`src/hw/rtl/sje_pkg.sv`:
```
// ----------------------------------------------------------------------------
// sje_pkg
// Shared types and codes for the surjection enumerator: the stack entry
// held by each cell, the per-cell operation codes and the stack command.
// ----------------------------------------------------------------------------
package sje_pkg;

    localparam int SIZE_W = 5;

    typedef logic [SIZE_W-1:0] size_t;

    // One stack entry: a digit, whether that digit was new with respect to
    // the levels below it when it was pushed, and an occupied flag.
    typedef struct packed {
        size_t digit;
        logic  fresh;
        logic  occ;
    } entry_t;

    typedef logic [1:0] cell_op_t;

    localparam cell_op_t CELL_HOLD      = 2'd0;
    localparam cell_op_t CELL_TAKE_UP   = 2'd1;
    localparam cell_op_t CELL_TAKE_DOWN = 2'd2;
    localparam cell_op_t CELL_CLEAR     = 2'd3;

    typedef logic [2:0] stack_op_t;

    localparam stack_op_t STK_HOLD = 3'd0;
    localparam stack_op_t STK_SET  = 3'd1;
    localparam stack_op_t STK_PUSH = 3'd2;
    localparam stack_op_t STK_POP  = 3'd3;
    localparam stack_op_t STK_INIT = 3'd4;

    // top goes into the top cell; under goes into the second cell on a push.
    typedef struct packed {
        stack_op_t op;
        entry_t    top;
        entry_t    under;
    } stack_cmd_t;

endpackage

```
`src/hw/rtl/sje_cell.sv`:
```
// ----------------------------------------------------------------------------
// sje_cell
// One level of the digit stack. Takes its entry from the neighbor above on
// a push, from the neighbor below on a pop, and compares its digit against
// the broadcast candidate.
// ----------------------------------------------------------------------------
module sje_cell
    import sje_pkg::*;
(
    input  logic     clk,
    input  logic     rst_n,
    input  cell_op_t op,
    input  entry_t   from_up,
    input  entry_t   from_down,
    input  size_t    cand,
    output entry_t   cur,
    output logic     hit
);

    logic  occ_reg;
    logic  occ_next;
    size_t digit_reg;
    size_t digit_next;
    logic  fresh_reg;
    logic  fresh_next;

    always_comb
    begin
        occ_next   = occ_reg;
        digit_next = digit_reg;
        fresh_next = fresh_reg;
        case (op)
            CELL_HOLD:
            begin
                occ_next = occ_reg;
            end
            CELL_TAKE_UP:
            begin
                occ_next   = from_up.occ;
                digit_next = from_up.digit;
                fresh_next = from_up.fresh;
            end
            CELL_TAKE_DOWN:
            begin
                occ_next   = from_down.occ;
                digit_next = from_down.digit;
                fresh_next = from_down.fresh;
            end
            CELL_CLEAR:
            begin
                occ_next = 1'b0;
            end
            default:
            begin
                occ_next = occ_reg;
            end
        endcase
    end

    always_ff @(posedge clk or negedge rst_n)
    begin
        if (!rst_n)
        begin
            occ_reg <= 1'b0;
        end
        else
        begin
            occ_reg <= occ_next;
        end
    end

    always_ff @(posedge clk)
    begin
        digit_reg <= digit_next;
        fresh_reg <= fresh_next;
    end

    assign cur = '{digit: digit_reg, fresh: fresh_reg, occ: occ_reg};
    assign hit = occ_reg & (digit_reg == cand);

endmodule

```
`src/hw/rtl/sje_stack.sv`:
```
// ----------------------------------------------------------------------------
// sje_stack
// Backtracking digit stack built as a row of cells with the current level
// in the first cell. Reports whether the candidate digit already appears
// in the levels below the top.
// ----------------------------------------------------------------------------
module sje_stack
    import sje_pkg::*;
#(
    parameter int DEPTH = 16
)
(
    input  logic       clk,
    input  logic       rst_n,
    input  stack_cmd_t cmd,
    input  size_t      cand,
    output entry_t     top,
    output logic       under_fresh,
    output logic       prefix_hit
);

    entry_t           cell_q [DEPTH];
    logic [DEPTH-1:0] hit_v;

    for (genvar k = 0; k < DEPTH; k++)
    begin : g_cell
        entry_t   up_e;
        entry_t   down_e;
        cell_op_t cell_op;

        if (k == 0)
        begin : g_up_top
            assign up_e = cmd.top;
        end
        else if (k == 1)
        begin : g_up_under
            assign up_e = cmd.under;
        end
        else
        begin : g_up_chain
            assign up_e = cell_q[k-1];
        end

        if (k == DEPTH - 1)
        begin : g_down_end
            assign down_e = '0;
        end
        else
        begin : g_down_chain
            assign down_e = cell_q[k+1];
        end

        always_comb
        begin
            case (cmd.op)
                STK_HOLD: cell_op = CELL_HOLD;
                STK_SET:  cell_op = (k == 0) ? CELL_TAKE_UP : CELL_HOLD;
                STK_PUSH: cell_op = CELL_TAKE_UP;
                STK_POP:  cell_op = CELL_TAKE_DOWN;
                STK_INIT: cell_op = (k == 0) ? CELL_TAKE_UP : CELL_CLEAR;
                default:  cell_op = CELL_HOLD;
            endcase
        end

        sje_cell u_cell (
            .clk       (clk),
            .rst_n     (rst_n),
            .op        (cell_op),
            .from_up   (up_e),
            .from_down (down_e),
            .cand      (cand),
            .cur       (cell_q[k]),
            .hit       (hit_v[k])
        );
    end

    assign top = cell_q[0];

    if (DEPTH > 1)
    begin : g_under
        assign under_fresh = cell_q[1].fresh;
    end
    else
    begin : g_no_under
        assign under_fresh = 1'b0;
    end

    // The top cell holds the digit under test, so only the levels below count.
    assign prefix_hit = |(hit_v >> 1);

endmodule

```
`src/hw/rtl/surjection_enumerator.sv`:
```
// A request moves the sequencer from idle into the search, which takes one digit
// step per cycle in the cell stack; the tuple is then moved level by level into
// the emit chain and sent out as n beats, each of which waits for the output.
// Only one request is handled at a time; the next is taken once the last beat
// has been registered. Reset (rst_n low, asynchronous) returns the sizes
// to 3 and 2 and starts the enumeration from the first tuple.
// ----------------------------------------------------------------------------
// surjection_enumerator
// Enumerates the surjective functions from domain_size points onto
// codomain_size values in lexicographic order: one tuple, or a done beat, per request.
// ----------------------------------------------------------------------------
module surjection_enumerator
    import sje_pkg::*;
#(
    parameter int MAX_DOMAIN   = 16,
    parameter int MAX_CODOMAIN = 16
)
(
    input  logic              clk,
    input  logic              rst_n,
    input  logic              in_valid,
    output logic              in_ready,
    input  logic              restart,
    output logic              out_valid,
    input  logic              out_ready,
    output logic [SIZE_W-1:0] position,
    output logic [SIZE_W-1:0] image_value,
    output logic              last_of_tuple,
    output logic              done_res,
    input  logic              psel,
    input  logic              penable,
    input  logic              pwrite,
    input  logic [2:0]        paddr,
    input  logic [31:0]       pwdata,
    output logic [31:0]       prdata,
    output logic              pready
);

    localparam int SIZE_MAX = (1 << SIZE_W) - 1;
    localparam int N_CAP    = (MAX_DOMAIN > SIZE_MAX) ? SIZE_MAX : MAX_DOMAIN;
    localparam int M_CAP    = (MAX_CODOMAIN > SIZE_MAX) ? SIZE_MAX : MAX_CODOMAIN;

    localparam logic [2:0] ST_IDLE   = 3'd0;
    localparam logic [2:0] ST_SEARCH = 3'd1;
    localparam logic [2:0] ST_XFER   = 3'd2;
    localparam logic [2:0] ST_EMIT   = 3'd3;
    localparam logic [2:0] ST_FINISH = 3'd4;

    localparam logic REG_DOMAIN   = 1'b0;
    localparam logic REG_CODOMAIN = 1'b1;

    // Configuration registers.
    size_t dom_reg;
    size_t cod_reg;
    logic  wr_en;

    // Control state.
    logic [2:0] state_reg;
    logic [2:0] state_next;
    size_t      lvl_reg;
    size_t      lvl_next;
    size_t      miss_reg;
    size_t      miss_next;
    size_t      cnt_reg;
    size_t      cnt_next;
    logic       init_reg;
    logic       init_next;
    logic       exh_reg;
    logic       exh_next;
    logic       ovalid_reg;
    logic       ovalid_next;

    // Output beat payload.
    size_t opos_reg;
    size_t opos_next;
    size_t oval_reg;
    size_t oval_next;
    logic  olast_reg;
    logic  olast_next;
    logic  odone_reg;
    logic  odone_next;

    // Emit chain, top at index 0.
    size_t och_digit_reg [MAX_DOMAIN];
    logic  och_fresh_reg [MAX_DOMAIN];
    logic  och_push;
    logic  och_pop;

    // Stack interface and search arithmetic.
    stack_cmd_t stk_cmd;
    entry_t     stk_top;
    logic       stk_under_fresh;
    logic       stk_hit;
    size_t      cand;
    size_t      n_eff;
    size_t      m_eff;
    size_t      miss_after;
    size_t      room;
    logic       can_inc;
    logic       ok;
    logic       in_acc;
    logic       out_free;
    logic       start;

    // ------------------------------------------------------------------
    // Configuration port
    // ------------------------------------------------------------------
    assign pready = 1'b1;
    assign wr_en  = psel & penable & pwrite & pready;

    always_ff @(posedge clk or negedge rst_n)
    begin
        if (!rst_n)
        begin
            dom_reg <= SIZE_W'(3);
            cod_reg <= SIZE_W'(2);
        end
        else if (wr_en)
        begin
            if (paddr[2] == REG_DOMAIN)
            begin
                dom_reg <= pwdata[SIZE_W-1:0];
            end
            else
            begin
                cod_reg <= pwdata[SIZE_W-1:0];
            end
        end
    end

    assign prdata = {{(32-SIZE_W){1'b0}}, (paddr[2] == REG_CODOMAIN) ? cod_reg : dom_reg};

    always_comb
    begin
        if (dom_reg == '0)
        begin
            n_eff = SIZE_W'(1);
        end
        else if (dom_reg > N_CAP)
        begin
            n_eff = SIZE_W'(N_CAP);
        end
        else
        begin
            n_eff = dom_reg;
        end

        if (cod_reg == '0)
        begin
            m_eff = SIZE_W'(1);
        end
        else if (cod_reg > M_CAP)
        begin
            m_eff = SIZE_W'(M_CAP);
        end
        else
        begin
            m_eff = cod_reg;
        end
    end

    // ------------------------------------------------------------------
    // Digit stack
    // ------------------------------------------------------------------
    sje_stack #(
        .DEPTH (MAX_DOMAIN)
    ) u_stack (
        .clk         (clk),
        .rst_n       (rst_n),
        .cmd         (stk_cmd),
        .cand        (cand),
        .top         (stk_top),
        .under_fresh (stk_under_fresh),
        .prefix_hit  (stk_hit)
    );

    assign cand    = SIZE_W'(stk_top.digit + 1'b1);
    assign can_inc = stk_top.digit < m_eff;
    // A candidate that is not yet in the prefix covers one more value.
    assign miss_after = SIZE_W'(miss_reg - {{(SIZE_W-1){1'b0}}, ~stk_hit});
    assign room       = SIZE_W'(n_eff - lvl_reg);
    assign ok         = miss_after <= room;

    assign in_ready = (state_reg == ST_IDLE);
    assign in_acc   = in_valid & in_ready;
    assign out_free = ~ovalid_reg | out_ready;
    assign start    = restart | init_reg;

    // ------------------------------------------------------------------
    // Sequencer
    // ------------------------------------------------------------------
    always_comb
    begin
        state_next  = state_reg;
        lvl_next    = lvl_reg;
        miss_next   = miss_reg;
        cnt_next    = cnt_reg;
        init_next   = init_reg;
        exh_next    = exh_reg;
        ovalid_next = ovalid_reg & ~out_ready;
        opos_next   = opos_reg;
        oval_next   = oval_reg;
        olast_next  = olast_reg;
        odone_next  = odone_reg;
        och_push    = 1'b0;
        och_pop     = 1'b0;
        stk_cmd     = '{op: STK_HOLD, top: '0, under: '0};

        case (state_reg)
            ST_IDLE:
            begin
                if (in_acc)
                begin
                    if (start)
                    begin
                        stk_cmd.op  = STK_INIT;
                        stk_cmd.top = '{digit: '0, fresh: 1'b0, occ: 1'b1};
                        lvl_next    = SIZE_W'(1);
                        miss_next   = m_eff;
                        init_next   = 1'b0;
                        exh_next    = 1'b0;
                    end
                    if ((exh_reg & ~start) | (m_eff > n_eff))
                    begin
                        state_next = ST_FINISH;
                        exh_next   = 1'b1;
                    end
                    else
                    begin
                        state_next = ST_SEARCH;
                    end
                end
            end
            ST_SEARCH:
            begin
                if (lvl_reg == '0)
                begin
                    state_next = ST_FINISH;
                    exh_next   = 1'b1;
                end
                else if (!can_inc)
                begin
                    // Backtrack: the level below becomes current and leaves the prefix.
                    stk_cmd.op = STK_POP;
                    lvl_next   = SIZE_W'(lvl_reg - 1'b1);
                    if (lvl_reg > SIZE_W'(1))
                    begin
                        miss_next = SIZE_W'(miss_reg + {{(SIZE_W-1){1'b0}}, stk_under_fresh});
                    end
                end
                else if (ok && (lvl_reg == n_eff))
                begin
                    stk_cmd.op  = STK_SET;
                    stk_cmd.top = '{digit: cand, fresh: 1'b0, occ: 1'b1};
                    state_next  = ST_XFER;
                    cnt_next    = '0;
                end
                else if (ok)
                begin
                    stk_cmd.op    = STK_PUSH;
                    stk_cmd.top   = '{digit: '0, fresh: 1'b0, occ: 1'b1};
                    stk_cmd.under = '{digit: cand, fresh: ~stk_hit, occ: 1'b1};
                    lvl_next      = SIZE_W'(lvl_reg + 1'b1);
                    miss_next     = miss_after;
                end
                else
                begin
                    stk_cmd.op  = STK_SET;
                    stk_cmd.top = '{digit: cand, fresh: 1'b0, occ: 1'b1};
                end
            end
            ST_XFER:
            begin
                // Pop the tuple into the emit chain so the first point ends on top.
                stk_cmd.op = STK_POP;
                och_push   = 1'b1;
                cnt_next   = SIZE_W'(cnt_reg + 1'b1);
                if (cnt_reg == SIZE_W'(n_eff - 1'b1))
                begin
                    state_next = ST_EMIT;
                    cnt_next   = '0;
                end
            end
            ST_EMIT:
            begin
                if (out_free)
                begin
                    // Each beat goes back onto the stack, which restores it.
                    ovalid_next   = 1'b1;
                    opos_next     = SIZE_W'(cnt_reg + 1'b1);
                    oval_next     = och_digit_reg[0];
                    olast_next    = (SIZE_W'(cnt_reg + 1'b1) == n_eff);
                    odone_next    = 1'b0;
                    och_pop       = 1'b1;
                    stk_cmd.op    = STK_PUSH;
                    stk_cmd.top   = '{digit: och_digit_reg[0], fresh: och_fresh_reg[0],
                                      occ: 1'b1};
                    stk_cmd.under = stk_top;
                    cnt_next      = SIZE_W'(cnt_reg + 1'b1);
                    if (SIZE_W'(cnt_reg + 1'b1) == n_eff)
                    begin
                        state_next = ST_IDLE;
                    end
                end
            end
            ST_FINISH:
            begin
                if (out_free)
                begin
                    ovalid_next = 1'b1;
                    opos_next   = '0;
                    oval_next   = '0;
                    olast_next  = 1'b1;
                    odone_next  = 1'b1;
                    state_next  = ST_IDLE;
                end
            end
            default:
            begin
                state_next = ST_IDLE;
            end
        endcase

        if (wr_en)
        begin
            init_next = 1'b1;
            exh_next  = 1'b0;
        end
    end

    always_ff @(posedge clk or negedge rst_n)
    begin
        if (!rst_n)
        begin
            state_reg  <= ST_IDLE;
            lvl_reg    <= SIZE_W'(1);
            miss_reg   <= '0;
            cnt_reg    <= '0;
            init_reg   <= 1'b1;
            exh_reg    <= 1'b0;
            ovalid_reg <= 1'b0;
        end
        else
        begin
            state_reg  <= state_next;
            lvl_reg    <= lvl_next;
            miss_reg   <= miss_next;
            cnt_reg    <= cnt_next;
            init_reg   <= init_next;
            exh_reg    <= exh_next;
            ovalid_reg <= ovalid_next;
        end
    end

    always_ff @(posedge clk)
    begin
        opos_reg  <= opos_next;
        oval_reg  <= oval_next;
        olast_reg <= olast_next;
        odone_reg <= odone_next;
    end

    always_ff @(posedge clk)
    begin
        if (och_push)
        begin
            och_digit_reg[0] <= stk_top.digit;
            och_fresh_reg[0] <= stk_top.fresh;
            for (int k = 1; k < MAX_DOMAIN; k++)
            begin
                och_digit_reg[k] <= och_digit_reg[k-1];
                och_fresh_reg[k] <= och_fresh_reg[k-1];
            end
        end
        else if (och_pop)
        begin
            for (int k = 0; k < MAX_DOMAIN - 1; k++)
            begin
                och_digit_reg[k] <= och_digit_reg[k+1];
                och_fresh_reg[k] <= och_fresh_reg[k+1];
            end
            och_digit_reg[MAX_DOMAIN-1] <= '0;
            och_fresh_reg[MAX_DOMAIN-1] <= 1'b0;
        end
    end

    assign out_valid     = ovalid_reg;
    assign position      = opos_reg;
    assign image_value   = oval_reg;
    assign last_of_tuple = olast_reg;
    assign done_res      = odone_reg;

    // ------------------------------------------------------------------
    // Assertions
    // ------------------------------------------------------------------
    a_lvl_bound: assert property (@(posedge clk) disable iff (!rst_n)
        (state_reg == ST_SEARCH) |-> (lvl_reg <= n_eff))
        else $error("search level exceeds the tuple length");

    a_miss_bound: assert property (@(posedge clk) disable iff (!rst_n)
        (state_reg == ST_SEARCH) |-> (miss_reg <= m_eff))
        else $error("missing-value count exceeds the codomain size");

    a_top_occ: assert property (@(posedge clk) disable iff (!rst_n)
        ((state_reg == ST_SEARCH) && (lvl_reg != '0)) |-> stk_top.occ)
        else $error("current level cell is not occupied");

    a_emit_cnt: assert property (@(posedge clk) disable iff (!rst_n)
        (state_reg == ST_EMIT) |-> (cnt_reg < n_eff))
        else $error("emit counter ran past the tuple length");

    a_done_beat: assert property (@(posedge clk) disable iff (!rst_n)
        (out_valid && done_res) |-> (last_of_tuple && (position == '0)
                                     && (image_value == '0)))
        else $error("done beat carries tuple data");

endmodule
```
`config.mk`:
```
export PLATFORM = sky130hd
export DESIGN_NAME = surjection_enumerator
export DESIGN_NICKNAME = d
export VERILOG_FILES = /design/src/hw/rtl/sje_pkg.sv /design/src/hw/rtl/sje_cell.sv /design/src/hw/rtl/sje_stack.sv /design/src/hw/rtl/surjection_enumerator.sv
export SDC_FILE = /design/constraint.sdc
export NUM_CORES = 1
export LEC_CHECK = 0
export BUFFER_PORTS_ARGS = -buffer_cell sky130_fd_sc_hd__buf_2
export CAP_MARGIN = 20
export CORE_AREA = 2 2 225 227
export DETAILED_ROUTE_END_ITERATION = 16
export DIE_AREA = 0 0 227 229
export GPL_TIMING_DRIVEN = 0
export MAX_ROUTING_LAYER = met4
export PLACE_DENSITY = 0.44
export SLEW_MARGIN = 5
export SYNTH_ARGS = -nofsm -noshare
export SYNTH_HDL_FRONTEND = slang
export SYNTH_HIERARCHICAL = 1
export SYNTH_SLANG_ARGS = --single-unit
```
`constraint.sdc`:
```
create_clock -name clk -period 6.96 [get_ports clk]
set_input_delay 0.348 -clock clk [delete_from_list [all_inputs] [get_ports clk]]
set_output_delay 0.348 -clock clk [all_outputs]
set_load 0.005 [all_outputs]
```
# == After elaboration in Yosys (flattened, before gate mapping) ==
# Memory sizes are Yosys's and may differ from the RTL's.
# Index checks and enable logic that the tools add are counted.
# totals
ram_bits,96
out_inout_bits,47
in_bits,43
register_bits,155
elab_cells,374
n_memories,2
# classes
reduce_logical,29
n_eq_ne,49
muxes,159
order_cmp,6
addsub,8
bitwise_logic,60
# memory_table
memory,depth,width,read_ports,rd_ports_with_merged_regs,wr,line,text
och_digit_reg,16,5,16,0,16,surjection_enumerator.sv:84,size_t och_digit_reg [MAX_DOMAIN];
och_fresh_reg,16,1,16,0,16,surjection_enumerator.sv:85,logic och_fresh_reg [MAX_DOMAIN];
# ops
cell,count
two-way mux 5 bit,41
case mux 5 bit (2 select lines),20
equality test 5 bit,18
case mux 1 bit (3 select lines),15
case mux 1 bit (2 select lines),20
two-way mux 1 bit,37
bitwise OR 1 bit,35
two-way mux 3 bit,9
case mux 7 bit (3 select lines),1
AND 1 bit,20
two-way mux 10 bit,2
two-way mux 9 bit,2
!= test 3 bit (second input constant),6
two-way mux 17 bit,1
two-way mux 16 bit,1
adder 5 x 1 -> 5 bit (second input constant),3
logical NOT 5 bit,3
case mux 3 bit (5 select lines),1
case mux 5 bit (3 select lines),1
OR reduction 15 bit,1
two-way mux 14 bit,1
two-way mux 7 bit,2
!= test 2 bit (second input constant),7
case mux 7 bit (2 select lines),1
other kinds (35),63

# == Longest topological paths before layout ==
# Gate-level depths: netlist of the first run.
# logic_depth
word_depth,17
depth_mapped,29
mapped_depth_nobuf,28

# == Hierarchy ==
# The synthesis of the first run kept the hierarchy.
# modules_own_cells
mod,cells_each,n_inst,area_per_inst_um2,seq_area_each_um2
surjection_enumerator,683,1,7586.0,4025.1
sje_cell,32,16,436.7,205.2
sje_stack,14,1,90.1,0.0

# == Worst setup path after synthesis of the first run ==
# Ideal clock, no wire load.
# synth_timing
kind,flip-flop to flip-flop
from,reg u_stack.g_cell[0].u_cell.digit_reg[0]
to,reg u_stack.g_cell[10].u_cell.digit_reg[0] (data pin)
period_less_slack_ns,6.670
setup_ns,0.260
arrival_time_ns,6.410
required_time_ns,6.700
path_buffers,1
path_slack_ns,0.290
path_stages_with_launch,25
cell_sequence,edfxtp_1 ha_1 xor2_1 xnor2_1 nand4_1 nor3_1 nor4_1 nand4_1 inv_1 ha_1 ha_1 nand2_1 xnor2_1 ha_1 and3_1 o21ai_0 a32o_1 o21ai_0 nor2b_1 o21ai_0 and3b_1 or2_1 ha_1 buf_6 mux2_2
# synth_lines
element,line,text
"start, declared",sje_cell.sv:22,size_t digit_reg;
"start signal, assigned",sje_cell.sv:74,digit_reg <= digit_next;
"end signal, assigned",sje_cell.sv:74,
"end, declared",sje_cell.sv:22,

==> out/metrics.csv, run 1 <==
stage,metric,value,unit
die,fp-row-count,82,
clock_network,clockRootBuffer,clkbuf_16,
final_layout,multi_input_area,6430,µm²
worst_setup_path,r2r_end,u_stack/g_cell[14].u_cell/fresh_reg$_DFFE_PP_,
global_route,antenna_found_initial,2,
sta,setup_viol,0,
final_layout,nFillCells,5025,
min_path,min_from,pwdata[4],
worst_setup_path,rr_worst_depth,28,
final_layout,syn_to_final_growth,16.2,%
global_route,overflow,0,
global_route,track_usage,13.1,%
worst_setup_path,startpoint_type,flip-flop,
route,vias_per_cell,4.40,
min_path,min_path_type,primary input to flip-flop,
sta,fmax,156,MHz
clock_network,clk_path_buf_depth,3,
final_layout,antenna_cells,0,
placement,dp_hpwl,23.9,mm
worst_setup_path,worstSetupPathType,flip-flop to flip-flop,
sta,hold_viol,0,
clock_network,tritoncts,yes,
min_path,hold_end,cod_reg[4]$_DFFE_PN0P_,
clock_network,cts_sinks,251,
placement,dp_cells,1941,
worst_setup_path,cp.depth,28,
worst_setup_path,cp.arrival,6.73,ns
clock_network,insertion_delay,0.58,ns
final_layout,layout-drive-gt1-share,30.8,%
route,ant_nets,0,
worst_setup_path,r2r_slack,0.54,ns
route,drt_wl_total,32.7,mm
global_route,grt_max_degree,64,
die,core_area,49700,µm²
worst_setup_path,crit_slowest_cell,edfxtp_1,
clock_network,numCtsBuffers,30,
run_status,status,"finished, final reports clean",
sta,clock_skew,0.0335,ns
worst_setup_path,r2r-start,u_stack/g_cell[0].u_cell/digit_reg[1]$_DFFE_PP_,
synthesis,avgSynthCellArea,12.2,µm²
worst_setup_path,crit_fanout,27,
route,drc_errors,0,
sta,fin_crit,6.42,ns
worst_setup_path,critPathMostFrequentCell,ha_1,
synthesis,syn_inst,1202,
worst_setup_path,end_kind,flip-flop,
placement,finalWeightedCongestion,0.795,
sta,worstMarginPinSlew,1.06,ns
min_path,whs_path_depth,2,
worst_setup_path,worst-path-buf-inv,5,
worst_setup_path,worst_ep_required_time,7.27,ns
final_layout,layout.nets,1436,
die,die_area,52000,µm²
placement,port_buffers,31,
global_route,grt_pass1_wl,52.3,mm
final_layout,stdcell_count,2011,
die,die_w,227,µm
die,io_pins,90,
route,dr_total_vias,8854,
sta,maxSlewViolCount,0,
global_route,grt_pass1_vias,9131,
flow_run,drv_cap,0,
route,first_iter_violations,485,
route,first_pass_iters,4,
route,routedWlPerCell,16.3,µm
final_layout,regArea,7310,µm²
die,initial_utilization,29.4,%
clock_network,htree_levels,1,
die,die-height,229,µm
final_layout,final_cell_mix,"edfxtp_1 (204), mux2_2 (173), nand2_1 (138)",
sta,rsz0062_at_grt,false,
synthesis,synth_warnings,6,
synthesis,synth.cell_area,14600,µm²
sta,finalCritPeriodShare,92.2,%
final_layout,final_common_cell,edfxtp_1,
clock_network,clk_pin_slew,0.06,ns
sta,slew_headroom,29.2,%
worst_setup_path,slowest_delay,0.52,ns
worst_setup_path,cp_top_family,simple AND/OR/NAND/NOR gates,
## routing by layer
metal  up-vias  GRT usage [%]  share of wire [%]
met1      4290           17.6                 49
li1       4396              -                  -
met5         -              -                  0
met3        39           1.83                3.6
met4         0           2.92                1.7
met2       129           21.0                 46
## through the flow
step | setup slack, ns | hold slack, ns | area (µm²) | util [%] | setup TNS (ns)
after floorplan | 0.392 | 0.0524 | 14700 | - | 0
after global placement | -2.69 | 0.449 | 15700 | 31.7 | -515.59
after detailed placement | -0.676 | 0.449 | 15800 | 31.9 | -102.96
after CTS | 0.0307 | 0.000529 | 16900 | 34.0 | 0
after global routing | 0.0556 | 0.0157 | 17000 | 34.2 | 0
final | 0.542 | 0.0426 | 17000 | 34.2 | 0
## final cells by class
cell class | instances | share of cell area, %
sequential | 251 | 43.1
multi-input combinational | 805 | 37.9
clock buffer | 44 | 4.97
tap | 672 | 4.96
buffer | 104 | 4.45
timing repair buffer | 49 | 2.45
inverter | 74 | 1.68
clock inverter | 12 | 0.553
## what timing repair did
action | 4_1_cts | 5_1_grt
hold buffers | 5 | 0
hold endpoints to repair | 50 | 0
endpoints found under the setup margin | 198 | 198
resized for setup | 6 | 3
setup buffers | 5 | 4
pin swaps | 0 | 3
## worst max path at each step
stage / from / slack, ns / to
final: u_stack/g_cell[0].u_cell/digit_reg[1]$_DFFE_PP_ / 0.54 / u_stack/g_cell[14].u_cell/fresh_reg$_DFFE_PP_
after global routing: u_stack/g_cell[0].u_cell/digit_reg[1]$_DFFE_PP_ / 0.06 / u_stack/g_cell[9].u_cell/digit_reg[1]$_DFFE_PP_
after CTS: u_stack/g_cell[0].u_cell/digit_reg[1]$_DFFE_PP_ / 0.03 / u_stack/g_cell[14].u_cell/fresh_reg$_DFFE_PP_
after detailed placement: u_stack/g_cell[0].u_cell/digit_reg[1]$_DFFE_PP_ / -0.68 / u_stack/g_cell[14].u_cell/fresh_reg$_DFFE_PP_
after global placement: u_stack/g_cell[0].u_cell/digit_reg[1]$_DFFE_PP_ / -2.69 / u_stack/g_cell[14].u_cell/digit_reg[2]$_DFFE_PP_
after floorplan: u_stack/g_cell[0].u_cell/digit_reg[0]$_DFFE_PP_ / 0.39 / u_stack/g_cell[10].u_cell/digit_reg[0]$_DFFE_PP_
Power of run 1 is left out: the tool's default activity adds up to more than one toggle a clock period on the data nets, which glitch-free logic cannot reach.
==> run 2, diff against run 1 <==
Settings changed: CELL_PAD_IN_SITES_DETAIL_PLACEMENT from default to 1, CELL_PAD_IN_SITES_GLOBAL_PLACEMENT from default to 1, CORE_AREA 2 2 225 227 to 2 2 182 184, DIE_AREA 0 0 227 229 to 0 0 184 186, PLACE_DENSITY 0.44 to 0.75.
==> out/metrics.csv, run 2 (synthesis gave the netlist of run 1 again) <==
stage,metric,value,unit
min_path,min_path_type,primary input to flip-flop,
global_route,antenna_found_initial,0,
worst_setup_path,rr_worst_depth,28,
sta,fmax,154,MHz
placement,finalWeightedCongestion,0.805,
worst_setup_path,cp.arrival,6.79,ns
sta,clock_skew,0.00928,ns
sta,finalCritPeriodShare,93.4,%
worst_setup_path,worstSetupPathType,flip-flop to flip-flop,
final_layout,final_cell_mix,"edfxtp_1 (204), mux2_2 (173), nand2_1 (138)",
route,first_pass_iters,4,
die,io_pins,90,
worst_setup_path,worst_ep_required_time,7.25,ns
worst_setup_path,crit_slowest_cell,edfxtp_1,
worst_setup_path,critPathMostFrequentCell,ha_1,
clock_network,clk_path_buf_depth,3,
clock_network,insertion_delay,0.54,ns
final_layout,layout-drive-gt1-share,31.7,%
route,drt_wl_total,32.9,mm
die,die_w,184,µm
global_route,grt_pass1_vias,9644,
clock_network,cts_sinks,251,
die,core_area,32200,µm²
worst_setup_path,r2r_slack,0.46,ns
run_status,status,"finished, final reports clean",
worst_setup_path,slowest_delay,0.51,ns
worst_setup_path,setup.worst_path.start,u_stack/g_cell[0].u_cell/digit_reg[1]$_DFFE_PP_,
sta,maxSlewViolCount,0,
sta,worstMarginPinSlew,0.958,ns
clock_network,clockRootBuffer,clkbuf_16,
global_route,track_usage,19.8,%
sta,rsz0062_at_grt,false,
clock_network,htree_levels,1,
sta,setup_viol,0,
die,fp-row-count,66,
global_route,grt_max_degree,59,
die,die_area,34200,µm²
route,drc_errors,0,
die,die-height,186,µm
sta,fin_crit,6.50,ns
global_route,overflow,0,
final_layout,antenna_cells,0,
global_route,grt_pass1_wl,52.1,mm
sta,hold_viol,0,
route,vias_per_cell,5.27,
worst_setup_path,startpoint_type,flip-flop,
final_layout,syn_to_final_growth,14.3,%
min_path,min_from,pwdata[1],
route,ant_nets,0,
final_layout,stdcell_count,1747,
route,dr_total_vias,9214,
flow_run,drv_cap,0,
placement,dp_hpwl,23.6,mm
die,initial_utilization,45.4,%
route,first_iter_violations,455,
final_layout,final_common_cell,edfxtp_1,
worst_setup_path,end_kind,flip-flop,
clock_network,clk_pin_slew,0.06,ns
final_layout,layout.nets,1438,
route,routedWlPerCell,18.8,µm
clock_network,tritoncts,yes,
final_layout,nFillCells,3371,
worst_setup_path,r2r-start,u_stack/g_cell[0].u_cell/digit_reg[1]$_DFFE_PP_,
placement,port_buffers,31,
placement,dp_cells,1677,
clock_network,numCtsBuffers,29,
sta,slew_headroom,36.1,%
worst_setup_path,endpoint,u_stack/g_cell[14].u_cell/digit_reg[3]$_DFFE_PP_,
worst_setup_path,crit_fanout,24,
worst_setup_path,r2r_end,u_stack/g_cell[14].u_cell/digit_reg[3]$_DFFE_PP_,
## run 2: cell types whose count changed in the layout (fill, tap and decap cells not counted), sizes merged, moves of 2 or more
| cell | before | now |
|---|---|---|
| buf | 131 | 136 |
| bufinv | 1 | 5 |
| clkinvlp | 2 | 4 |
| dlygate4sd3 | 5 | 1 |
| clkbuf | 61 | 58 |
| clkinv | 11 | 5 |
## run 2: final cells by class
| class | count | area, µm² | share of cell area, % |
|---|---|---|---|
| tap | 408 | 510 | 3.06 |
| multi-input combinational | 807 | 6450 | 38.6 |
| timing repair buffer | 50 | 373 | 2.23 |
| inverter | 74 | 285 | 1.71 |
| clock buffer | 41 | 821 | 4.92 |
| sequential | 251 | 7310 | 43.8 |
| clock inverter | 12 | 193 | 1.15 |
| buffer | 104 | 754 | 4.52 |
## run 2: through the flow
| stage | utilization, % | area [µm²] | hold WS (ns) | setup WS, ns | TNS, ns |
|---|---|---|---|---|---|
| after floorplan | - | 14700 | 0.0524 | 0.392 | 0 |
| after global placement | 47.8 | 15400 | 0.447 | -2.08 | -391.68 |
| after detailed placement | 48.1 | 15500 | 0.367 | -0.540 | -77.15 |
| after CTS | 51.4 | 16500 | 0.0250 | 0.0581 | 0 |
| after global routing | 51.8 | 16700 | 0.0480 | 0.0288 | 0 |
| final | 51.8 | 16700 | 0.0492 | 0.463 | 0 |
## run 2: per-layer routing
| layer | wire, µm | track usage, % | vias up | part of all wire (%) |
|---|---|---|---|---|
| li1 | - | - | 4394 | - |
| met1 | 14800 | 25.0 | 4644 | 45 |
| met5 | 0 | - | - | 0 |
| met3 | 847 | 1.98 | 44 | 2.6 |
| met2 | 16500 | 34.4 | 132 | 50 |
| met4 | 730 | 4.77 | 0 | 2.2 |
## run 2: repair_timing
action | in CTS | in global routing
cloned | 0 | 2
pin swaps | 0 | 3
endpoints found under the setup margin | 195 | 195
gates resized for setup | 4 | 7
setup buffers | 2 | 12
hold buffers | 1 | 0
endpoints found under the hold margin | 16 | 0
## run 2: worst min path at each step
stage | to | slack, ns | depth (start not counted)
after floorplan | cnt_reg[0]$_DFFE_PN0P_ | 0.05 | 0
after global placement | init_reg$_DFFE_PN1P_ | 0.45 | 2
after detailed placement | cnt_reg[4]$_DFFE_PN0P_ | 0.37 | 1
after CTS | cod_reg[1]$_DFFE_PN1P_ | 0.03 | 2
after global routing | dom_reg[3]$_DFFE_PN0P_ | 0.05 | 2
final | cod_reg[1]$_DFFE_PN1P_ | 0.05 | 2
## run 2: critical path, delay by kind of cell, from the launching register on
kind / cells / cell delay, ns
buffers and inverters: 5 / 0.79
adder cells (fa/ha/maj): 5 / 1.14
AND/OR/NAND/NOR: 10 / 2.21
AO/OA/AOI/OAI: 4 / 0.62
XOR/XNOR: 3 / 0.60
flip-flops: 1 / 0.51
multiplexers: 1 / 0.34
Power of run 2 is left out for the same reason.
==> run 3, diff against run 2 <==
Settings changed: ABC_AREA from default to 1, CORE_AREA 2 2 182 184 to 2 2 197 199, DIE_AREA 0 0 184 186 to 0 0 199 201, PLACE_DENSITY 0.75 to 0.74.
==> out/metrics.csv, run 3 <==
stage,metric,value,unit
worst_setup_path,startpoint_type,flip-flop,
min_path,min_path_type,primary input to flip-flop,
worst_setup_path,cp_top_family,simple AND/OR/NAND/NOR gates,
final_layout,stdcell_count,2609,
placement,dp_hpwl,29.4,mm
final_layout,layout-drive-gt1-share,12.6,%
final_layout,syn_to_final_growth,13.6,%
route,first_iter_violations,506,
worst_setup_path,worstSetupPathType,flip-flop to flip-flop,
worst_setup_path,crit_fanout,33,
global_route,overflow,0,
clock_network,numCtsBuffers,31,
global_route,grt_pass1_wl,66.1,mm
global_route,antenna_found_initial,0,
sta,hold_viol,0,
die,io_pins,90,
final_layout,final_cell_mix,"nand2_1 (827), inv_1 (285), edfxtp_1 (204)",
sta,finalCritPeriodShare,89.5,%
sta,fmax,161,MHz
worst_setup_path,cp.arrival,6.54,ns
clock_network,clockRootBuffer,clkbuf_16,
worst_setup_path,crit_slowest_cell,edfxtp_1,
clock_network,clk_path_buf_depth,3,
global_route,grt_pass1_vias,13300,
global_route,grt_max_degree,54,
final_layout,final_common_cell,nand2_1,
clock_network,tritoncts,yes,
global_route,track_usage,21.0,%
clock_network,insertion_delay,0.58,ns
route,ant_nets,0,
sta,whs,0.0194,ns
die,core_area,38100,µm²
die,die_area,40000,µm²
placement,port_buffers,31,
clock_network,htree_levels,1,
flow_run,drv_cap,0,
sta,rsz0062_at_grt,false,
final_layout,fin_area,17700,µm²
sta,setup_viol,0,
synthesis,avgSynthCellArea,7.95,µm²
final_layout,antenna_cells,0,
worst_setup_path,worst-path-buf-inv,8,
route,drt_wl_total,39.3,mm
synthesis,syn_inst,1958,
sta,slew_headroom,37.3,%
synthesis,synth.cell_area,15600,µm²
worst_setup_path,critPathMostFrequentCell,nand2_1,
worst_setup_path,slowest_delay,0.47,ns
worst_setup_path,end_kind,flip-flop,
route,routedWlPerCell,15.1,µm
sta,clock_skew,0.0239,ns
route,dr_total_vias,12400,
die,fp-row-count,72,
sta,maxSlewViolCount,0,
worst_setup_path,worst_ep_required_time,7.27,ns
run_status,status,"finished, final reports clean",
clock_network,clk_pin_slew,0.06,ns
route,vias_per_cell,4.75,
final_layout,layout.nets,2189,
route,drc_errors,0,
synthesis,synth_warnings,6,
placement,placed_area,16700,µm²
sta,fin_crit,6.23,ns
die,die_w,199,µm
clock_network,cts_sinks,251,
die,die-height,201,µm
placement,dp_cells,2545,
route,first_pass_iters,5,
placement,finalWeightedCongestion,0.812,
sta,worstMarginPinSlew,0.939,ns
die,initial_utilization,40.8,%
run 3: path summary, 6_finish.rpt:
kind	end	start	cells past startpoint	slack (ns)
worst min-delay path	init_reg$_DFFE_PN1P_	penable	3	0.02
max in group asynchronous	init_reg$_DFFE_PN1P_	rst_n	3	6.06
worst min register to register	init_reg$_DFFE_PN1P_	init_reg$_DFFE_PN1P_	2	0.47
worst max register to register	u_stack/g_cell[9].u_cell/digit_reg[0]$_DFFE_PP_	u_stack/g_cell[0].u_cell/digit_reg[0]$_DFFE_PP_	36	0.73
worst max-delay path	u_stack/g_cell[9].u_cell/digit_reg[0]$_DFFE_PP_	u_stack/g_cell[0].u_cell/digit_reg[0]$_DFFE_PP_	36	0.73
min in group asynchronous	cod_reg[2]$_DFFE_PN0P_	rst_n	2	0.27
run 3: area by class of cell:
class	instances	area, µm²
inverters	296	1120
clock buffers	37	798
well taps	518	648
multi-input cells	1341	6570
flip-flops and latches	251	7310
repair buffers	45	378
fillers	4717	20400
clock inverters	19	121
plain buffers	102	738
run 3: per-stage QoR:
step	worst slack (ns)	setup TNS (ns)	util, %
floorplan	0.307	0	-
CTS	0.0953	0	46.2
detailed placement	-0.243	-38.21	43.7
global route	0.137	0	46.4
finish	0.730	0	46.4
global placement	-2.31	-431.69	43.3
run 3: routing by layer:
layer	vias to the layer above	wire [µm]	global-route usage (%)
met2	142	19600	36.4
met3	82	1100	2.65
met5	-	0	-
li1	6217	-	-
met1	5951	17400	25.5
met4	0	1200	5.97
run 3: worst reg2reg max path: cells and delay by family (launching register included):
| kind | cells | cell delay [ns] |
|---|---|---|
| xor+xnor | 2 | 0.44 |
| compound gates | 4 | 0.71 |
| fa+ha+maj | 5 | 1.23 |
| flops | 1 | 0.47 |
| simple gates | 17 | 1.76 |
| buf+inv | 8 | 1.34 |
run 3: what timing repair did:
item / in CTS / in global routing
hold endpoints to repair: 16 / 0
hold buffers: 2 / 0
gates resized for setup: 1 / 2
endpoints found under the setup margin: 195 / 195
setup buffers: 0 / 4
Power of run 3 is left out for the same reason.
